$ cat src/hw/rtl/tdc_pkg.sv
package tdc_pkg;

  // Input opcodes.
  localparam logic [1:0] OPC_TICK   = 2'd0;
  localparam logic [1:0] OPC_SAMPLE = 2'd1;
  localparam logic [1:0] OPC_CMD    = 2'd2;

  // Command bytes (ASCII digits).
  localparam logic [7:0] CMD_UP     = 8'h31;
  localparam logic [7:0] CMD_DOWN   = 8'h32;
  localparam logic [7:0] CMD_TOGGLE = 8'h33;

  // Configuration register indexes.
  localparam int CFG_IDX_W = 3;
  localparam int CFG_DATA_W = 10;
  localparam logic [CFG_IDX_W-1:0] CFG_SP_MIN   = 3'd0;
  localparam logic [CFG_IDX_W-1:0] CFG_SP_MAX   = 3'd1;
  localparam logic [CFG_IDX_W-1:0] CFG_REFRESH  = 3'd2;
  localparam logic [CFG_IDX_W-1:0] CFG_TPS      = 3'd3;
  localparam logic [CFG_IDX_W-1:0] CFG_HOLD_SEC = 3'd4;

  // Scaling thresholds.
  localparam logic [9:0] ADC_LOW_LIMIT  = 10'd104;
  localparam logic [9:0] ADC_HIGH_LIMIT = 10'd305;
  localparam logic [9:0] ADC_OFFSET     = 10'd103;
  localparam logic [6:0] TEMP_MAX       = 7'd99;

  // Multiplex counter values that select each digit.
  localparam logic [7:0] MUX_TENS_AT = 8'd1;
  localparam logic [7:0] MUX_ONES_AT = 8'd15;

  // Depth of the queue between front and back.
  localparam int QDEPTH = 2;
  localparam int QPTR_W = (QDEPTH > 1) ? $clog2(QDEPTH) : 1;
  localparam int QCNT_W = $clog2(QDEPTH + 1);

  typedef enum logic [2:0] {
    OP_NONE   = 3'd0,
    OP_TICK   = 3'd1,
    OP_SAMPLE = 3'd2,
    OP_UP     = 3'd3,
    OP_DOWN   = 3'd4,
    OP_TOGGLE = 3'd5
  } op_kind_t;

  typedef struct packed {
    logic [1:0] opcode;
    logic [9:0] adc_value;
    logic [7:0] command_byte;
  } in_t;

  typedef struct packed {
    logic [3:0] digit_code;
    logic       tens_digit_off;
    logic       ones_digit_off;
    logic       led_low;
    logic       led_med;
    logic       led_high;
    logic       view_led;
    logic       beep;
    logic [6:0] temperature;
    logic [6:0] setpoint;
  } out_t;

  // Classified work item passed from front to back.
  typedef struct packed {
    op_kind_t   kind;
    logic [6:0] temp;
    logic [3:0] temp_tens;
    logic [3:0] temp_ones;
  } work_t;

endpackage

$ cat src/hw/rtl/tdc_front.sv
module tdc_front (
  input  tdc_pkg::in_t   in_data,
  output tdc_pkg::work_t work
);

  logic [9:0]  adc_diff;
  logic [9:0]  adc_half;
  logic [6:0]  temp;
  logic [14:0] tens_prod;
  logic [3:0]  tens;
  logic [6:0]  tens_x10;

  // Scale the reading to whole degrees, saturated to the display range.
  always_comb begin
    adc_diff = in_data.adc_value - tdc_pkg::ADC_OFFSET;
    adc_half = adc_diff >> 1;
    if (in_data.adc_value < tdc_pkg::ADC_LOW_LIMIT) begin
      temp = 7'd0;
    end else if (in_data.adc_value >= tdc_pkg::ADC_HIGH_LIMIT) begin
      temp = tdc_pkg::TEMP_MAX;
    end else if (adc_half > 10'(tdc_pkg::TEMP_MAX)) begin
      temp = tdc_pkg::TEMP_MAX;
    end else begin
      temp = adc_half[6:0];
    end
  end

  // Split into decimal digits: divide by ten through the reciprocal 205/2048.
  assign tens_prod = 15'(temp) * 15'd205;
  assign tens      = tens_prod[14:11];
  assign tens_x10  = 7'(tens) * 7'd10;

  // Classify the transaction for the back end.
  always_comb begin
    work.temp      = temp;
    work.temp_tens = tens;
    work.temp_ones = 4'(temp - tens_x10);
    unique case (in_data.opcode)
      tdc_pkg::OPC_TICK:   work.kind = tdc_pkg::OP_TICK;
      tdc_pkg::OPC_SAMPLE: work.kind = tdc_pkg::OP_SAMPLE;
      tdc_pkg::OPC_CMD: begin
        if (in_data.command_byte == tdc_pkg::CMD_UP) begin
          work.kind = tdc_pkg::OP_UP;
        end else if (in_data.command_byte == tdc_pkg::CMD_DOWN) begin
          work.kind = tdc_pkg::OP_DOWN;
        end else if (in_data.command_byte == tdc_pkg::CMD_TOGGLE) begin
          work.kind = tdc_pkg::OP_TOGGLE;
        end else begin
          work.kind = tdc_pkg::OP_NONE;
        end
      end
      default: work.kind = tdc_pkg::OP_NONE;
    endcase
  end

endmodule

$ cat src/hw/rtl/tdc_queue.sv
module tdc_queue (
  input  logic           clk,
  input  logic           rst_n,
  input  logic           push,
  input  tdc_pkg::work_t push_data,
  input  logic           pop,
  output tdc_pkg::work_t head,
  output logic           empty,
  output logic           full
);

  tdc_pkg::work_t                 mem_r [tdc_pkg::QDEPTH];
  logic [tdc_pkg::QPTR_W-1:0]     wr_ptr_r;
  logic [tdc_pkg::QPTR_W-1:0]     rd_ptr_r;
  logic [tdc_pkg::QCNT_W-1:0]     count_r;
  logic                           do_push;
  logic                           do_pop;

  assign empty   = (count_r == '0);
  assign full    = (count_r == tdc_pkg::QCNT_W'(tdc_pkg::QDEPTH));
  assign do_push = push && !full;
  assign do_pop  = pop && !empty;
  assign head    = mem_r[rd_ptr_r];

  // Entry storage.
  always_ff @(posedge clk) begin
    if (do_push) begin
      mem_r[wr_ptr_r] <= push_data;
    end
  end

  // Pointers and fill count.
  always_ff @(posedge clk) begin
    if (!rst_n) begin
      wr_ptr_r <= '0;
      rd_ptr_r <= '0;
      count_r  <= '0;
    end else begin
      if (do_push) begin
        wr_ptr_r <= (wr_ptr_r == tdc_pkg::QPTR_W'(tdc_pkg::QDEPTH - 1)) ? '0 : wr_ptr_r + 1'b1;
      end
      if (do_pop) begin
        rd_ptr_r <= (rd_ptr_r == tdc_pkg::QPTR_W'(tdc_pkg::QDEPTH - 1)) ? '0 : rd_ptr_r + 1'b1;
      end
      if (do_push && !do_pop) begin
        count_r <= count_r + 1'b1;
      end else if (do_pop && !do_push) begin
        count_r <= count_r - 1'b1;
      end
    end
  end

endmodule

$ cat src/hw/rtl/tdc_back.sv
module tdc_back (
  input  logic                              clk,
  input  logic                              rst_n,
  input  logic                              cfg_we,
  input  logic [tdc_pkg::CFG_IDX_W-1:0]     cfg_index,
  input  logic [tdc_pkg::CFG_DATA_W-1:0]    cfg_data,
  input  tdc_pkg::work_t                    head,
  input  logic                              empty,
  output logic                              pop,
  output logic                              out_valid,
  input  logic                              out_stall,
  output tdc_pkg::out_t                     out_data
);

  // Configuration registers.
  logic [6:0] sp_min_r;
  logic [6:0] sp_max_r;
  logic [7:0] refresh_r;
  logic [9:0] tps_r;
  logic [1:0] hold_sec_r;

  // Controller state.
  logic [6:0] sp_r, sp_nxt;
  logic [3:0] sp_tens_r, sp_tens_nxt;
  logic [3:0] sp_ones_r, sp_ones_nxt;
  logic [6:0] temp_r, temp_nxt;
  logic [3:0] temp_tens_r, temp_tens_nxt;
  logic [3:0] temp_ones_r, temp_ones_nxt;
  logic [9:0] ms_r, ms_nxt;
  logic [7:0] mux_r, mux_nxt;
  logic [1:0] sec_r, sec_nxt;
  logic       adjust_r, adjust_nxt;
  logic       view_r, view_nxt;

  // Display pins.
  logic [3:0] digit_r, digit_nxt;
  logic       tens_off_r, tens_off_nxt;
  logic       ones_off_r, ones_off_nxt;
  logic       led_low_r, led_low_nxt;
  logic       led_med_r, led_med_nxt;
  logic       led_high_r, led_high_nxt;
  logic       view_led_r, view_led_nxt;
  logic       beep;

  logic          out_valid_r;
  tdc_pkg::out_t out_r;

  logic [9:0] ms_inc;
  logic [7:0] mux_inc;
  logic [1:0] sec_inc;
  logic [7:0] sp_plus2;
  logic [7:0] sp_plus4;
  logic [7:0] temp_ext;

  // The head transaction executes when the queue is not empty and the output register is free or being drained.
  assign pop       = !empty && (!out_valid_r || !out_stall);
  assign out_valid = out_valid_r;
  assign out_data  = out_r;

  assign ms_inc   = ms_r + 10'd1;
  assign mux_inc  = mux_r + 8'd1;
  assign sec_inc  = sec_r + 2'd1;
  assign sp_plus2 = {1'b0, sp_r} + 8'd2;
  assign sp_plus4 = {1'b0, sp_r} + 8'd4;
  assign temp_ext = {1'b0, head.temp};

  // Configuration writes.
  always_ff @(posedge clk) begin
    if (!rst_n) begin
      sp_min_r   <= 7'd5;
      sp_max_r   <= 7'd90;
      refresh_r  <= 8'd29;
      tps_r      <= 10'd1000;
      hold_sec_r <= 2'd2;
    end else if (cfg_we) begin
      case (cfg_index)
        tdc_pkg::CFG_SP_MIN:   sp_min_r   <= cfg_data[6:0];
        tdc_pkg::CFG_SP_MAX:   sp_max_r   <= cfg_data[6:0];
        tdc_pkg::CFG_REFRESH:  refresh_r  <= cfg_data[7:0];
        tdc_pkg::CFG_TPS:      tps_r      <= cfg_data[9:0];
        tdc_pkg::CFG_HOLD_SEC: hold_sec_r <= cfg_data[1:0];
        default: ;
      endcase
    end
  end

  // Execute the transaction at the queue head.
  always_comb begin
    sp_nxt        = sp_r;
    sp_tens_nxt   = sp_tens_r;
    sp_ones_nxt   = sp_ones_r;
    temp_nxt      = temp_r;
    temp_tens_nxt = temp_tens_r;
    temp_ones_nxt = temp_ones_r;
    ms_nxt        = ms_r;
    mux_nxt       = mux_r;
    sec_nxt       = sec_r;
    adjust_nxt    = adjust_r;
    view_nxt      = view_r;
    digit_nxt     = digit_r;
    tens_off_nxt  = tens_off_r;
    ones_off_nxt  = ones_off_r;
    led_low_nxt   = led_low_r;
    led_med_nxt   = led_med_r;
    led_high_nxt  = led_high_r;
    view_led_nxt  = view_led_r;
    beep          = 1'b0;
    unique case (head.kind)
      tdc_pkg::OP_TICK: begin
        // Digit multiplexing.
        ms_nxt  = ms_inc;
        mux_nxt = mux_inc;
        if (mux_inc == tdc_pkg::MUX_TENS_AT) begin
          ones_off_nxt = 1'b1;
          tens_off_nxt = 1'b0;
          digit_nxt    = view_r ? sp_tens_r : temp_tens_r;
        end else if (mux_inc == tdc_pkg::MUX_ONES_AT) begin
          tens_off_nxt = 1'b1;
          ones_off_nxt = 1'b0;
          digit_nxt    = view_r ? sp_ones_r : temp_ones_r;
        end else if (mux_inc == refresh_r) begin
          mux_nxt = 8'd0;
        end
        // Setpoint view timeout, counted in whole seconds.
        if (ms_inc == tps_r) begin
          ms_nxt = 10'd0;
          if (adjust_r) begin
            sec_nxt = sec_inc;
            if (sec_inc == hold_sec_r) begin
              view_led_nxt = 1'b0;
              view_nxt     = 1'b0;
              adjust_nxt   = 1'b0;
              sec_nxt      = 2'd0;
            end
          end
        end
      end
      tdc_pkg::OP_SAMPLE: begin
        // The highest offset reached decides the level pattern.
        temp_nxt      = head.temp;
        temp_tens_nxt = head.temp_tens;
        temp_ones_nxt = head.temp_ones;
        if (temp_ext >= sp_plus4) begin
          led_low_nxt  = 1'b1;
          led_med_nxt  = 1'b1;
          led_high_nxt = 1'b0;
        end else if (temp_ext >= sp_plus2) begin
          led_low_nxt  = 1'b1;
          led_med_nxt  = 1'b0;
          led_high_nxt = 1'b1;
        end else if (head.temp >= sp_r) begin
          led_low_nxt  = 1'b0;
          led_med_nxt  = 1'b1;
          led_high_nxt = 1'b1;
        end
      end
      tdc_pkg::OP_UP: begin
        beep       = 1'b1;
        adjust_nxt = 1'b1;
        view_nxt   = 1'b1;
        if (sp_r < sp_max_r && sp_r < tdc_pkg::TEMP_MAX) begin
          sp_nxt = sp_r + 7'd1;
          if (sp_ones_r >= 4'd9) begin
            sp_tens_nxt = sp_tens_r + 4'd1;
            sp_ones_nxt = 4'd0;
          end else begin
            sp_ones_nxt = sp_ones_r + 4'd1;
          end
        end
      end
      tdc_pkg::OP_DOWN: begin
        beep       = 1'b1;
        adjust_nxt = 1'b1;
        view_nxt   = 1'b1;
        if (sp_r > sp_min_r) begin
          sp_nxt = sp_r - 7'd1;
          if (sp_ones_r == 4'd0) begin
            sp_tens_nxt = sp_tens_r - 4'd1;
            sp_ones_nxt = 4'd9;
          end else begin
            sp_ones_nxt = sp_ones_r - 4'd1;
          end
        end
      end
      tdc_pkg::OP_TOGGLE: begin
        view_nxt     = !view_r;
        view_led_nxt = !view_led_r;
      end
      default: ;
    endcase
  end

  // State update on each executed transaction.
  always_ff @(posedge clk) begin
    if (!rst_n) begin
      sp_r        <= 7'd25;
      sp_tens_r   <= 4'd2;
      sp_ones_r   <= 4'd5;
      temp_r      <= 7'd0;
      temp_tens_r <= 4'd0;
      temp_ones_r <= 4'd0;
      ms_r        <= 10'd0;
      mux_r       <= 8'd0;
      sec_r       <= 2'd0;
      adjust_r    <= 1'b0;
      view_r      <= 1'b0;
      digit_r     <= 4'd0;
      tens_off_r  <= 1'b1;
      ones_off_r  <= 1'b1;
      led_low_r   <= 1'b1;
      led_med_r   <= 1'b1;
      led_high_r  <= 1'b1;
      view_led_r  <= 1'b0;
    end else if (pop) begin
      sp_r        <= sp_nxt;
      sp_tens_r   <= sp_tens_nxt;
      sp_ones_r   <= sp_ones_nxt;
      temp_r      <= temp_nxt;
      temp_tens_r <= temp_tens_nxt;
      temp_ones_r <= temp_ones_nxt;
      ms_r        <= ms_nxt;
      mux_r       <= mux_nxt;
      sec_r       <= sec_nxt;
      adjust_r    <= adjust_nxt;
      view_r      <= view_nxt;
      digit_r     <= digit_nxt;
      tens_off_r  <= tens_off_nxt;
      ones_off_r  <= ones_off_nxt;
      led_low_r   <= led_low_nxt;
      led_med_r   <= led_med_nxt;
      led_high_r  <= led_high_nxt;
      view_led_r  <= view_led_nxt;
    end
  end

  // Output register valid flag.
  always_ff @(posedge clk) begin
    if (!rst_n) begin
      out_valid_r <= 1'b0;
    end else if (pop) begin
      out_valid_r <= 1'b1;
    end else if (!out_stall) begin
      out_valid_r <= 1'b0;
    end
  end

  // Output payload shows the state after the transaction.
  always_ff @(posedge clk) begin
    if (pop) begin
      out_r.digit_code     <= digit_nxt;
      out_r.tens_digit_off <= tens_off_nxt;
      out_r.ones_digit_off <= ones_off_nxt;
      out_r.led_low        <= led_low_nxt;
      out_r.led_med        <= led_med_nxt;
      out_r.led_high       <= led_high_nxt;
      out_r.view_led       <= view_led_nxt;
      out_r.beep           <= beep;
      out_r.temperature    <= temp_nxt;
      out_r.setpoint       <= sp_nxt;
    end
  end

endmodule

$ cat src/hw/rtl/thermostat_display_controller.sv
// Thermostat display controller. Ticks, ADC samples and command bytes enter
// on the in_ channel; each one yields exactly one result on the out_ channel
// showing the display pins, beep, temperature and setpoint after that item.
// The block takes one item per clock cycle while in_stall is low: a front
// end classifies the item and scales the reading, a two-entry queue holds
// it, and a back end executes one item per cycle into an output register
// unless out_stall holds a valid result. in_stall rises only when the queue
// is full. Configuration writes are always taken (cfg_ready is held high)
// and must be issued while idle.
module thermostat_display_controller (
  input  logic                              clk,
  input  logic                              rst_n,
  input  logic                              in_valid,
  output logic                              in_stall,
  input  tdc_pkg::in_t                      in_data,
  output logic                              out_valid,
  input  logic                              out_stall,
  output tdc_pkg::out_t                     out_data,
  input  logic                              cfg_valid,
  output logic                              cfg_ready,
  input  logic [tdc_pkg::CFG_IDX_W-1:0]     cfg_index,
  input  logic [tdc_pkg::CFG_DATA_W-1:0]    cfg_data
);

  tdc_pkg::work_t work;
  tdc_pkg::work_t head;
  logic           q_empty;
  logic           q_full;
  logic           pop;

  assign in_stall  = q_full;
  assign cfg_ready = 1'b1;

  tdc_front u_front (
    .in_data (in_data),
    .work    (work)
  );

  tdc_queue u_queue (
    .clk       (clk),
    .rst_n     (rst_n),
    .push      (in_valid && !q_full),
    .push_data (work),
    .pop       (pop),
    .head      (head),
    .empty     (q_empty),
    .full      (q_full)
  );

  tdc_back u_back (
    .clk       (clk),
    .rst_n     (rst_n),
    .cfg_we    (cfg_valid && cfg_ready),
    .cfg_index (cfg_index),
    .cfg_data  (cfg_data),
    .head      (head),
    .empty     (q_empty),
    .pop       (pop),
    .out_valid (out_valid),
    .out_stall (out_stall),
    .out_data  (out_data)
  );

endmodule

$ cat config.mk
export PLATFORM = sky130hd
export DESIGN_NAME = thermostat_display_controller
export DESIGN_NICKNAME = d
export VERILOG_FILES = /design/src/hw/rtl/tdc_pkg.sv /design/src/hw/rtl/tdc_front.sv /design/src/hw/rtl/tdc_queue.sv /design/src/hw/rtl/tdc_back.sv /design/src/hw/rtl/thermostat_display_controller.sv
export SDC_FILE = /design/constraint.sdc
export NUM_CORES = 1
export LEC_CHECK = 0
export BUFFER_PORTS_ARGS = -buffer_cell sky130_fd_sc_hd__buf_4
export CAP_MARGIN = 20
export CORE_UTILIZATION = 40
export DETAILED_ROUTE_END_ITERATION = 10
export GPL_ROUTABILITY_DRIVEN = 0
export PLACE_DENSITY = 0.66
export SYNTH_ARGS = -nofsm -noshare
export SYNTH_HDL_FRONTEND = slang
export SYNTH_SLANG_ARGS = --single-unit
$ cat constraint.sdc
create_clock -name clk -period 6.95 [get_ports clk]
set_clock_uncertainty 0.05 [all_clocks]
set_input_delay 0.695 -clock clk [delete_from_list [all_inputs] [get_ports clk]]
set_output_delay 0.695 -clock clk [all_outputs]
set_load 0.02 [all_outputs]
After elaboration in Yosys (flattened, before gate mapping)
Memory sizes are Yosys's and may differ from the RTL's. A register that Yosys moved wholly into a read port is not among the register bits.
Index checks and enable logic that the tools add are counted.
{"block": "totals", "register_bits": 126, "ram_bits": 36, "in_bits": 38, "out_inout_bits": 28, "word_cells": 204, "mem_count": 1}
{"block": "op_classes", "n_addsub": 17, "n_mul": 2, "magnitude_cmp": 10, "n_eq_ne": 28, "muxes": 72, "n_reduce_logical": 37}
{"name": "u_queue.mem_r", "depth": 2, "word_bits": 18, "read_ports": 1, "rd_ports_with_merged_regs": 1, "write_ports": 1, "line": "tdc_queue.sv:12", "text": "tdc_pkg::work_t mem_r [tdc_pkg::QDEPTH];"}
{"operator": "4-bit two-way mux", "count": 13}
{"operator": "7-bit two-way mux", "count": 6}
{"operator": "1-bit two-way mux", "count": 36}
{"operator": "8-bit by 6-bit == test with 1-bit output (second input constant)", "count": 3}
{"operator": "8-bit two-way mux", "count": 3}
{"operator": "7-bit by 8-bit greater-or-equal comparator with 1-bit output", "count": 2}
{"operator": "2-bit by 1-bit != test with 1-bit output (second input constant)", "count": 8}
{"operator": "4-bit one-hot mux with 2 select lines", "count": 2}
{"operator": "7-bit by 8-bit multiplier with 15-bit output (second input constant)", "count": 1}
{"operator": "7-bit one-hot mux with 2 select lines", "count": 1}
{"operator": "2-bit AND reduction", "count": 7}
{"operator": "3-bit by 2-bit == test with 1-bit output (second input constant)", "count": 4}
{"operator": "10-bit by 1-bit adder with 10-bit output (second input constant)", "count": 1}
{"operator": "10-bit == test", "count": 1}
{"operator": "10-bit by 9-bit greater-or-equal comparator with 1-bit output (second input constant)", "count": 1}
{"operator": "10-bit by 7-bit less-than comparator with 1-bit output (second input constant)", "count": 1}
{"operator": "10-bit two-way mux", "count": 1}
{"operator": "10-bit by 7-bit subtractor with 10-bit output (second input constant)", "count": 1}
{"operator": "3-bit == test (second input constant)", "count": 3}
{"operator": "9-bit by 7-bit greater-than comparator with 1-bit output (second input constant)", "count": 1}
{"operator": "3-bit two-way mux", "count": 3}
{"operator": "3-bit one-hot mux with 3 select lines", "count": 1}
{"operator": "4-bit by 1-bit adder with 4-bit output (second input constant)", "count": 2}
{"operator": "7-bit by 2-bit adder with 8-bit output (second input constant)", "count": 1}
{"operator": "other kinds (38)", "count": 63}

Longest topological paths before layout
{"block": "depth", "word_depth": 8, "ltp_mapped": 27, "depth_no_buf": 27}

By module
Synthesis repeated with hierarchy kept, for this count alone.
{"block": "hier_totals", "hier_cells": 1090, "area_unflattened_um2": 10113.4}
{"module": "tdc_back", "instances": 1, "cells_each": 844, "area_each_um2": 7153.1, "seq_area_each_um2": 2692.6}
{"module": "tdc_queue", "instances": 1, "cells_each": 81, "area_each_um2": 1530.2, "seq_area_each_um2": 1181.1}
{"module": "tdc_front", "instances": 1, "cells_each": 162, "area_each_um2": 1405.1, "seq_area_each_um2": 0.0}
{"module": "thermostat_display_controller", "instances": 1, "cells_each": 3, "area_each_um2": 25.0, "seq_area_each_um2": 0.0}

Worst setup path after synthesis
Ideal clock, no wire load.
{"block": "synth_timing", "kind": "input -> register", "start": "in in_data[9] (netlist name)", "end": "mem u_queue.mem_r[0][3] (netlist name) (data pin)", "setup_ns": 0.271, "t_arrival_ns": 6.139, "required_ns": 6.629, "path_slack_ns": 0.490, "path_stages": 25, "path_buffers": 0, "cell_sequence": "inv_1 ha_1 or4b_1 a311o_1 a221oi_4 nand3_1 nor2_1 ha_1 inv_1 fa_1 inv_1 ha_1 inv_1 fa_1 inv_1 ha_1 a21o_1 a21o_1 a211oi_1 o21ba_2 a21bo_2 xnor2_1 fa_1 xor2_1 xnor3_1"}
{"element": "from (decl)", "line": "thermostat_display_controller.sv:15", "text": "input tdc_pkg::in_t in_data,"}
{"element": "to (decl)", "line": "tdc_queue.sv:12"}

==> flow_summary.json <==
{
  "synth_cells": 1076,
  "grt_antenna_before_repair": 0,
  "final_common_cell": "nand2_1",
  "avgSynthCellArea_um2": 9.07,
  "grt_max_degree": 52,
  "fmax_mhz": 155,
  "hpwl_um": 15000,
  "grt.total_usage_pct": 17.4,
  "portBuffers": 64,
  "initial_core_util_pct": 41.2,
  "drv_slew": 0,
  "drtPass1Iterations": 5,
  "htree_levels": 4,
  "clock_latency_ps": 420,
  "finalPower_w": 0.00349,
  "min_period_ps": 6470,
  "grt_pass1_wl_um": 34700,
  "layout-drive-gt1-share_pct": 11.5,
  "synth_cell_types": 77,
  "worstSetupPathType": "input port to register",
  "path_common_cell": "inv_1",
  "post-place-ws_ps": 67.0,
  "maxSlewHeadroom_pct": 46.5,
  "layout_setup_ws_ps": 479,
  "top_layer": "met4",
  "vias": 7633,
  "p_per_area_mw_per_mm2": 315,
  "rows": 56,
  "viasPerCell": 5.25,
  "cpPeakStageDelay_ps": 510,
  "path_delay_family": "adder cells",
  "cts_sinks": 161,
  "cp_data_required_time_ps": 7060,
  "syn_area_mm2": 0.00975,
  "post_cts_buffers": 0,
  "synth_edf_count": 59,
  "wl_met3_um": 739,
  "final_cell_mix": "nand2_1, dfxtp_1, ha_1",
  "drtIter0Drc": 427,
  "antenna_left": 0,
  "dr_wl_met2_um": 9970,
  "die_x_um": 158,
  "arrival_ps": 6580,
  "async_reset_ff_share_pct": 0,
  "fill_cells": 2256,
  "grt_pass1_vias": 7145,
  "min_period_over_period_pct": 93.1,
  "cp_max_fo": 6,
  "wirelength_um": 20800,
  "cts.clk_slew.worst_paths_ps": 70,
  "startpoint_type": "input port",
  "antennaDiodeCount": 0,
  "setup_violations": 0,
  "dieArea_mm2": 0.0250,
  "die_h_um": 158,
  "yosysSeqAreaShare_pct": 39.1,
  "wire_per_inst_um": 14.3,
  "clock-root-buffer": "clkbuf_16",
  "cts_tree": "built",
  "cts_resized": 0,
  "grt_overflow": 0,
  "rsz0062_at_grt": "no",
  "synth_ff_type": "dfxtp_1",
  "nets": 1256,
  "synthesis.nets": 1210,
  "hold_slack_ps": 404,
  "end_kind": "register",
  "wl_met1_um": 9830,
  "synth-seq-cells": 161,
  "clk_path_buf_depth": 2,
  "worstMarginPinSlew_ps": 799,
  "cts_made_buffers": 17,
  "hold_violations": 0,
  "path_buf_inv": 6,
  "area_delta_synth_final_pct": 13.6,
  "ir_drop_uv": 181,
  "power.leakage_nw": 4.55,
  "hp-class": "register to register",
  "fp.coreArea_mm2": 0.0237,
  "ios": 66,
  "drv_cap": 0,
  "yosys_warnings": 0,
  "slowest_stage": "fa_1",
  "run_status": "finished, final reports clean",
  "ctsHoldBuffers": 0,
  "drc": 0,
  "setup_tns_ps": 0
}
==> sequential cells by signal, summed over array words and instances, names as in the netlist, 2 cells and up, named ones only <==
register / flops
u_queue.mem_r: 34
u_back.out_data: 25
u_back.ms_r: 10
u_back.tps_r: 10
u_back.mux_r: 8
u_back.refresh_r: 8
u_back.sp_max_r: 7
u_back.sp_min_r: 7
u_back.sp_r: 7
u_back.temp_r: 7
u_back.digit_r: 4
u_back.sp_ones_r: 4
u_back.sp_tens_r: 4
u_back.temp_ones_r: 4
u_back.temp_tens_r: 4
u_back.hold_sec_r: 2
u_back.sec_r: 2
u_queue.count_r: 2
==> synthesized netlist by cell type, drive strengths merged, types with 13 or more instances <==
library cell | instances | area, µm²
xor2 | 21 | 184
mux2i | 31 | 310
a211oi | 24 | 180
o21ai | 40 | 204
ha | 86 | 1080
xnor2 | 41 | 378
edfxtp | 59 | 1770
a21oi | 68 | 344
dfxtp | 102 | 2040
nor3 | 19 | 95.1
a21o | 14 | 105
nand3 | 39 | 195
nand2 | 136 | 510
inv | 82 | 308
or3 | 13 | 81.3
clkbuf | 39 | 146
nor2 | 79 | 297
==> logic make-up (layout without fill, tap and decap cells) <==
logic type                 Yosys count  after routing  share of synthesized area [%]
adders and majority gates           96             96                           13.1
DFF                                161            161                           39.1
xor gates and xnor gates            63             63                           5.99
muxes                               38             38                           3.99
other                                1              1                         0.0384
buffers and inverters              133            192                           5.32
and+or+nand+nor                    352            352                           16.7
AOI/OAI and AO/OA                  232            232                           15.7
==> metrics by stage <==
stage                     utilization, %  cells  instance area, µm²
after global placement              44.4   1421               10500
final                               46.8   1454               11100
after floorplan                        -   1076                9750
after CTS                           46.7   1453               11100
after detailed placement            44.4   1421               10500
after global routing                46.8   1454               11100
==> report_power, final <==
part / internal (W) / leakage [nW] / switching (W) / total [W]
sequential: 0.00122 / 1.37 / 0.0000947 / 0.00131
clock: 0.000497 / 0.275 / 0.000403 / 0.000901
combinational: 0.000520 / 2.90 / 0.000760 / 0.00128
total: 0.00223 / 4.55 / 0.00126 / 0.00349
==> final timing paths <==
kind | startpoint | to | slack, ps | depth (start not counted)
worst max-delay path | in_data[9] | u_queue.mem_r[0][3] | 480 | 26
worst min-delay path | u_back.digit_r[0] | u_back.digit_r[0] | 400 | 2
worst max register to register | u_back.sp_r[2] | u_back.sp_tens_r[3] | 3530 | 9
worst min register to register | u_back.digit_r[0] | u_back.digit_r[0] | 400 | 2
==> metal layers <==
| layer | vias to the layer above | GRT usage [%] |
|---|---|---|
| li1 | 3875 | - |
| met1 | 3601 | 22.4 |
| met3 | 19 | 2.68 |
| met2 | 138 | 29.9 |
| met5 | - | 0 |
| met4 | 0 | 5.40 |
==> final cells by class <==
cell class                 count  area, µm²  area share (%)
clock buffer                  17        425            3.84
clock inverter                15        134            1.21
inverter                      85        319            2.88
multi-input combinational    782       5420            48.9
sequential                   161       3810            34.4
tap                          319        399            3.60
timing repair buffer          75        571            5.15
==> worst min-delay path, cell delays in order, from the launching register on <==
cell     delay (ps)
dfxtp_1         310
nand2_1          50
a21oi_1          50
(Power assumes the default switching activity.)
